### config.mk
export PLATFORM = sky130hd
export DESIGN_NAME = descending_bubble_sort_engine_unit
export DESIGN_NICKNAME = d
export VERILOG_FILES = /design/src/design/bsort_pkg.sv /design/src/design/bsort_mem.sv /design/src/design/bsort_cmp.sv /design/src/design/descending_bubble_sort_engine_unit.sv
export SDC_FILE = /design/constraint.sdc
export NUM_CORES = 2
export LEC_CHECK = 0
export BUFFER_PORTS_ARGS = -buffer_cell sky130_fd_sc_hd__buf_2
export CORE_MARGIN = 3
export CORE_UTILIZATION = 50
export DETAILED_ROUTE_END_ITERATION = 12
export PLACE_DENSITY_LB_ADDON = 0.08
export SLEW_MARGIN = 0
export SYNTH_ARGS = -nofsm -noshare
export SYNTH_HDL_FRONTEND = slang
export SYNTH_SLANG_ARGS = --single-unit
### constraint.sdc
create_clock -name clk -period 10.7 [get_ports clk]
set_input_delay 3.21 -clock clk [delete_from_list [all_inputs] [get_ports clk]]
set_output_delay 3.21 -clock clk [all_outputs]
set_load 0.03 [all_outputs]
### src/design/bsort_pkg.sv
// ----------------------------------------------------------------------------
// bsort_pkg
// shared widths and defaults for the descending bubble sort engine
// ----------------------------------------------------------------------------
package bsort_pkg;

    localparam int DATA_W           = 32;
    localparam int DEFAULT_CAPACITY = 64;

endpackage

### src/design/bsort_mem.sv
// ----------------------------------------------------------------------------
// bsort_mem
// element store: one write port, one read port, registered read data
// ----------------------------------------------------------------------------
module bsort_mem
    import bsort_pkg::*;
#(
    parameter int DEPTH = DEFAULT_CAPACITY,
    parameter int AW    = $clog2(DEFAULT_CAPACITY)
)
(
    input  logic              clk,
    input  logic              we,
    input  logic [AW-1:0]     waddr,
    input  logic [DATA_W-1:0] wdata,
    input  logic [AW-1:0]     raddr,
    output logic [DATA_W-1:0] rdata
);

    logic [DATA_W-1:0] mem_array [DEPTH];

    always_ff @(posedge clk)
    begin
        if (we)
        begin
            mem_array[waddr] <= wdata;
        end
    end

    always_ff @(posedge clk)
    begin
        rdata <= mem_array[raddr];
    end

endmodule

### src/design/bsort_cmp.sv
// ----------------------------------------------------------------------------
// bsort_cmp
// compare and swap step of one bubble pass
// ----------------------------------------------------------------------------
module bsort_cmp
    import bsort_pkg::*;
(
    input  logic [DATA_W-1:0] hold,
    input  logic [DATA_W-1:0] fetched,
    output logic [DATA_W-1:0] write_value,
    output logic [DATA_W-1:0] hold_next,
    output logic              swap
);

    // the earlier element moves on only while it is strictly smaller
    assign swap        = $signed(hold) < $signed(fetched);
    assign write_value = swap ? fetched : hold;
    assign hold_next   = swap ? hold : fetched;

endmodule

### src/design/descending_bubble_sort_engine_unit.sv
// ----------------------------------------------------------------------------
// descending_bubble_sort_engine_unit
// collects a set of signed values, bubble sorts it descending in a ram and
// streams it back out
// ----------------------------------------------------------------------------
//  channel | dir | tdata            | tlast          | tuser
//  s_*     | in  | sample_value[31:0] | is_final     | -
//  m_*     | out | sorted_value[31:0] | is_end       | overflowed
//
//  loading takes one cycle per input beat
//  sorting works through the ram one element per cycle; a pass of length m
//  runs S_FIRST, S_CMP up to index m, then S_LAST; m then drops by one
//  each output beat: ram read, then output register held until m_tready
//  input is not taken while a set is sorting or being emitted
//  reset clears count, drop flag and control; the ram needs no clearing
// ----------------------------------------------------------------------------
module descending_bubble_sort_engine_unit
    import bsort_pkg::*;
#(
    parameter int CAPACITY = DEFAULT_CAPACITY
)
(
    input  logic              clk,
    input  logic              rst_n,

    input  logic              s_tvalid,
    output logic              s_tready,
    input  logic [DATA_W-1:0] s_tdata,   // [31:0] sample_value
    input  logic              s_tlast,

    output logic              m_tvalid,
    input  logic              m_tready,
    output logic [DATA_W-1:0] m_tdata,   // [31:0] sorted_value
    output logic              m_tlast,
    output logic [0:0]        m_tuser    // [0] overflowed
);

    localparam int AW = $clog2(CAPACITY);
    localparam int CW = $clog2(CAPACITY + 1);

    typedef enum logic [2:0] {
        S_LOAD,
        S_FIRST,
        S_CMP,
        S_LAST,
        S_OSTART,
        S_OREAD,
        S_OSHOW
    } state_t;

    state_t            state_reg;
    logic [CW-1:0]     count_reg;
    logic              drop_reg;
    logic [AW-1:0]     k_reg;
    logic [AW-1:0]     m_reg;
    logic [AW-1:0]     idx_reg;
    logic [DATA_W-1:0] hold_reg;
    logic              m_tvalid_reg;
    logic [DATA_W-1:0] m_tdata_reg;
    logic              m_tlast_reg;
    logic              m_tuser_reg;

    logic              mem_we;
    logic [AW-1:0]     mem_waddr;
    logic [DATA_W-1:0] mem_wdata;
    logic [AW-1:0]     mem_raddr;
    logic [DATA_W-1:0] mem_rdata;

    logic [DATA_W-1:0] cmp_wvalue;
    logic [DATA_W-1:0] cmp_hold_next;
    logic              cmp_swap;

    logic              in_beat;
    logic              store_room;
    logic [CW-1:0]     count_after;
    logic [AW-1:0]     last_idx;

    assign in_beat     = s_tvalid && s_tready;
    assign store_room  = count_reg < CW'(CAPACITY);
    assign count_after = store_room ? count_reg + 1'b1 : count_reg;
    assign last_idx    = AW'(count_reg - 1'b1);

    assign s_tready = (state_reg == S_LOAD);
    assign m_tvalid = m_tvalid_reg;
    assign m_tdata  = m_tdata_reg;
    assign m_tlast  = m_tlast_reg;
    assign m_tuser  = m_tuser_reg;

    bsort_mem #(
        .DEPTH (CAPACITY),
        .AW    (AW)
    ) u_mem (
        .clk   (clk),
        .we    (mem_we),
        .waddr (mem_waddr),
        .wdata (mem_wdata),
        .raddr (mem_raddr),
        .rdata (mem_rdata)
    );

    bsort_cmp u_cmp (
        .hold        (hold_reg),
        .fetched     (mem_rdata),
        .write_value (cmp_wvalue),
        .hold_next   (cmp_hold_next),
        .swap        (cmp_swap)
    );

    // ram port steering
    always_comb
    begin
        mem_we    = 1'b0;
        mem_waddr = '0;
        mem_wdata = s_tdata;
        mem_raddr = '0;
        unique case (state_reg)
            S_LOAD:
            begin
                mem_we    = in_beat && store_room;
                mem_waddr = AW'(count_reg);
            end
            S_FIRST:
            begin
                mem_raddr = AW'(1);
            end
            S_CMP:
            begin
                mem_we    = 1'b1;
                mem_waddr = k_reg - 1'b1;
                mem_wdata = cmp_wvalue;
                mem_raddr = k_reg + 1'b1;
            end
            S_LAST:
            begin
                mem_we    = 1'b1;
                mem_waddr = m_reg;
                mem_wdata = hold_reg;
            end
            S_OSTART:
            begin
                mem_raddr = '0;
            end
            S_OREAD:
            begin
                mem_raddr = idx_reg;
            end
            S_OSHOW:
            begin
                mem_raddr = idx_reg + 1'b1;
            end
            default:
            begin
                mem_raddr = '0;
            end
        endcase
    end

    always_ff @(posedge clk or negedge rst_n)
    begin
        if (!rst_n)
        begin
            state_reg    <= S_LOAD;
            count_reg    <= '0;
            drop_reg     <= 1'b0;
            k_reg        <= '0;
            m_reg        <= '0;
            idx_reg      <= '0;
            m_tvalid_reg <= 1'b0;
            m_tlast_reg  <= 1'b0;
            m_tuser_reg  <= 1'b0;
        end
        else
        begin
            unique case (state_reg)
                S_LOAD:
                begin
                    if (in_beat)
                    begin
                        count_reg <= count_after;
                        if (!store_room)
                        begin
                            drop_reg <= 1'b1;
                        end
                        if (s_tlast)
                        begin
                            m_reg <= AW'(count_after - 1'b1);
                            if (count_after > CW'(1))
                            begin
                                state_reg <= S_FIRST;
                            end
                            else
                            begin
                                state_reg <= S_OSTART;
                            end
                        end
                    end
                end
                S_FIRST:
                begin
                    k_reg     <= AW'(1);
                    state_reg <= S_CMP;
                end
                S_CMP:
                begin
                    if (k_reg == m_reg)
                    begin
                        state_reg <= S_LAST;
                    end
                    else
                    begin
                        k_reg <= k_reg + 1'b1;
                    end
                end
                S_LAST:
                begin
                    if (m_reg == AW'(1))
                    begin
                        idx_reg   <= '0;
                        state_reg <= S_OREAD;
                    end
                    else
                    begin
                        m_reg     <= m_reg - 1'b1;
                        state_reg <= S_FIRST;
                    end
                end
                S_OSTART:
                begin
                    idx_reg   <= '0;
                    state_reg <= S_OREAD;
                end
                S_OREAD:
                begin
                    m_tvalid_reg <= 1'b1;
                    m_tlast_reg  <= (idx_reg == last_idx);
                    m_tuser_reg  <= drop_reg;
                    state_reg    <= S_OSHOW;
                end
                S_OSHOW:
                begin
                    if (m_tready)
                    begin
                        m_tvalid_reg <= 1'b0;
                        if (m_tlast_reg)
                        begin
                            count_reg <= '0;
                            drop_reg  <= 1'b0;
                            state_reg <= S_LOAD;
                        end
                        else
                        begin
                            idx_reg   <= idx_reg + 1'b1;
                            state_reg <= S_OREAD;
                        end
                    end
                end
                default:
                begin
                    state_reg <= S_LOAD;
                end
            endcase
        end
    end

    // payload registers: bubbling element and output data
    always_ff @(posedge clk)
    begin
        if (state_reg == S_FIRST)
        begin
            hold_reg <= mem_rdata;
        end
        else if (state_reg == S_CMP)
        begin
            hold_reg <= cmp_hold_next;
        end
        if (state_reg == S_OREAD)
        begin
            m_tdata_reg <= mem_rdata;
        end
    end

`ifndef SYNTHESIS
    a_no_overlap: assert property (@(posedge clk) disable iff (!rst_n)
        s_tready |-> !m_tvalid)
        else $error("input taken while output beat pending");

    a_count_range: assert property (@(posedge clk) disable iff (!rst_n)
        count_reg <= CW'(CAPACITY))
        else $error("element count beyond capacity");

    a_pass_index: assert property (@(posedge clk) disable iff (!rst_n)
        (state_reg == S_CMP) |-> (k_reg != '0 && k_reg <= m_reg))
        else $error("compare index outside pass");

    a_set_cleared: assert property (@(posedge clk) disable iff (!rst_n)
        (m_tvalid && m_tready && m_tlast) |=> (count_reg == '0 && !drop_reg))
        else $error("set state not cleared after final beat");

    a_swap_order: assert property (@(posedge clk) disable iff (!rst_n)
        (state_reg == S_CMP && cmp_swap) |->
            ($signed(cmp_wvalue) > $signed(cmp_hold_next)))
        else $error("swap did not put larger element first");
`endif

endmodule

==> out/results.ini <==
[cts]
tritoncts_num_sinks = 2176
clk_root_buffer_cell = sky130_fd_sc_hd__clkbuf_16
ctsResizeCount = 0
tritoncts = built
cts.reportedPaths.clkPinSlew_ns = 0.06
post-cts-setup-buffers = 0
cts_htree_levels = 4
cts_buffers = 220
clk_path_buf_depth = 3
post_cts_hold_buffer_count = 0
insertion_delay_ns = 0.86

[critical_path]
worstPathArrival_ns = 6.45
timing.critical_path.from_type = input pin
worst_setup_path_startpoint = s_tvalid
timing.critical_path.fanout_max = 32
critical_path.endpoint_type = register
timing.reg2reg.setup_slack_ns = 5.04
worst_ep_required_time_ns = 11.16
worstReg2RegStart = hold_reg[13]
setup.worst_path.class = input pin to register

[global_route]
maximum_number_of_pins_on_one_net_before_global_route_repair = 150
first_pass_grt_wire_length_um = 345000
globalRouteTotalUtil_pct = 28.3
grt.overflow.total = 0
grt_pass1_vias = 44400
antenna_violations_before_repair = 14

[sta]
worst_clock_skew_ns = 0.0543
rsz0062_at_grt = false
max_slew.worst_pin.slew_ns = 1.29
max_slew_margin_pct = 13.3
min_period_over_period_pct = 56.0
fmax_mhz = 167
finalHoldViolations = 0
post-route-min-period_ns = 5.99
slew_viol_final = 0
report.final.setup_viol = 0
finalSetupTns_ns = 0
hold-worst-slack_ns = 0.464

[route]
via_count = 46400
via_per_inst = 6.31
drc_errors = 0
wl_per_cell_um = 33.6
drt_initial_violations = 6734
drt_pass1_iterations = 5
detail_route.wirelength_um = 248000
remaining_antenna_violation_count_after_routing = 0

[power]
ir_worst_vdd_uv = 147
p_leak_nw = 30.8
power.density_cell_area_mw_per_mm2 = 175

[yosys]
post_synthesis_cell_type_count = 68
syn-instance-count = 4861
post_synth.cell_area_avg_sq_um = 17.6
seq_area_frac_synth_pct = 75.8
synth_edf_count = 2112
synth_top_area_share_pct = 74.1
yosys_register_bits = 2176
yosysTopAreaCell = sky130_fd_sc_hd__edfxtp_1
total_number_of_yosys_warnings = 0
syn_area_sq_mm = 0.0856
netlist_top_cells_count = sky130_fd_sc_hd__edfxtp_1 (2,112), sky130_fd_sc_hd__nand2_1 (689), sky130_fd_sc_hd__mux4_2 (380)
async_reset_ff_share_pct = 1.47
synthMostInstantiatedCell = sky130_fd_sc_hd__edfxtp_1
synth_fp_nets = 4938
synth_flop_cell = sky130_fd_sc_hd__edfxtp_1
synth.top_cells.by_area = sky130_fd_sc_hd__edfxtp_1 (74%), sky130_fd_sc_hd__mux4_2 (10%), sky130_fd_sc_hd__nand2_1 (3.0%), sky130_fd_sc_hd__nand3_1 (1.8%), sky130_fd_sc_hd__dfrtp_1 (0.94%)

[layout]
finalNetCount = 5027
registers.top_by_ff_count = u_mem.mem_array
max_reg_flops = 2048
finish.instance_area_sq_mm = 0.0967
area_delta_synth_final_pct = 12.9
drive_gt1_share_pct = 20.2
final-instance-count-excl-fill = 7358

[placed_design]
placed_cells_incl_taps = 6946
gp_congestion = 0.867
post-dp-hpwl_um = 142000
placedInstanceArea_sq_mm = 0.0894
port_buffers = 72

[die]
die_area_sq_mm = 0.176
die-height_um = 420
fp.dieW_um = 420
core.rowCount = 151
start_util_pct = 50.4
core_area_sq_mm = 0.170
ioPinCount = 73

[flow_run]
max_cap_viol_count = 0

[min_path]
hold_path.class = register to register
min_from = m_tvalid

[outcome]
outcome = finished clean

-- worst max-delay path: stages --
cell and delay (ns):
sky130_fd_sc_hd__buf_2 0.09, sky130_fd_sc_hd__nand2_1 0.20, sky130_fd_sc_hd__or2_2 0.43, sky130_fd_sc_hd__a21boi_0 0.58
sky130_fd_sc_hd__nand2_2 0.77, sky130_fd_sc_hd__nor2_4 1.11
-- power breakdown --
part | total, mW | internal (mW) | switching (mW)
logic | 0.0112 | 0.00477 | 0.00646
registers | 9.20 | 9.20 | 0
clock network | 7.74 | 4.42 | 3.31
total | 16.9 | 13.6 | 3.32
-- metrics by stage --
stage               util (%)  power, mW  setup slack (ns)
finish                  56.9       16.9              4.71
global route            56.9       17.4              4.50
CTS                     56.9       17.0              4.79
detailed placement      52.6       9.39              3.89
global placement        52.6       9.39              3.93
floorplan                  -       9.38              4.72
-- placed cells by master (no fill, tap or decap), drive strengths merged, types with 5 or more instances in the layout --
cell	instances
inv	53
nor3	11
nand2b	5
clkinvlp	14
a21oi	151
nand2	689
a211oi	41
buf	166
xnor2	20
a222oi	5
o211ai	5
nor2	108
ha	40
nor4	64
a22o	32
o21ai	73
nand4	39
clkbuf	262
o31ai	6
a31oi	35
nand3b	34
mux2	8
mux4	380
and2	6
dfxtp	32
bufinv	26
mux2i	36
nand3	310
nor2b	7
and3	72
a21bo	30
or3	5
dfrtp	32
clkinv	98
edfxtp	2112
xor2	11
a221oi	64
-- cell families (layout without fill, tap and decap cells) --
family,Yosys count,count (layout),synth area share [%]
buffers and inverters,344,619,1.71
AO/OA/AOI/OAI,476,476,3.74
other,0,4,0
AND/OR/NAND/NOR,1370,1370,7.37
flip-flops,2176,2176,75.8
multiplexers,424,424,10.5
XOR/XNOR,31,31,0.317
adder cells (fa/ha/maj),40,40,0.585
-- final cells by class --
| type | count | area (sq um) |
|---|---|---|
| clock buffer | 262 | 5670 |
| multi-input combinational | 2341 | 20400 |
| sequential | 2176 | 64900 |
| inverter | 45 | 169 |
| fill | 12900 | 73200 |
| antenna | 4 | 10.0 |
| timing repair buffer | 166 | 1190 |
| tap | 2218 | 2780 |
| clock inverter | 146 | 1580 |
-- metal layers --
layer,track usage [%],vias up,routed length (um)
met4,10.4,4,10100
met3,5.38,355,22200
met1,42.2,24300,103000
li1,-,19500,-
met2,41.9,2214,112000
met5,0,-,23
-- final timing paths --
check,to,cells after the start
max,u_mem.mem_array[47][29],6
min,m_tvalid,2
max reg2reg,u_mem.mem_array[50][19],10
min reg2reg,m_tvalid,2
max in group asynchronous,state_reg[0],1
min in group asynchronous,state_reg[2],1
Power figures use the tool's default switching activity.
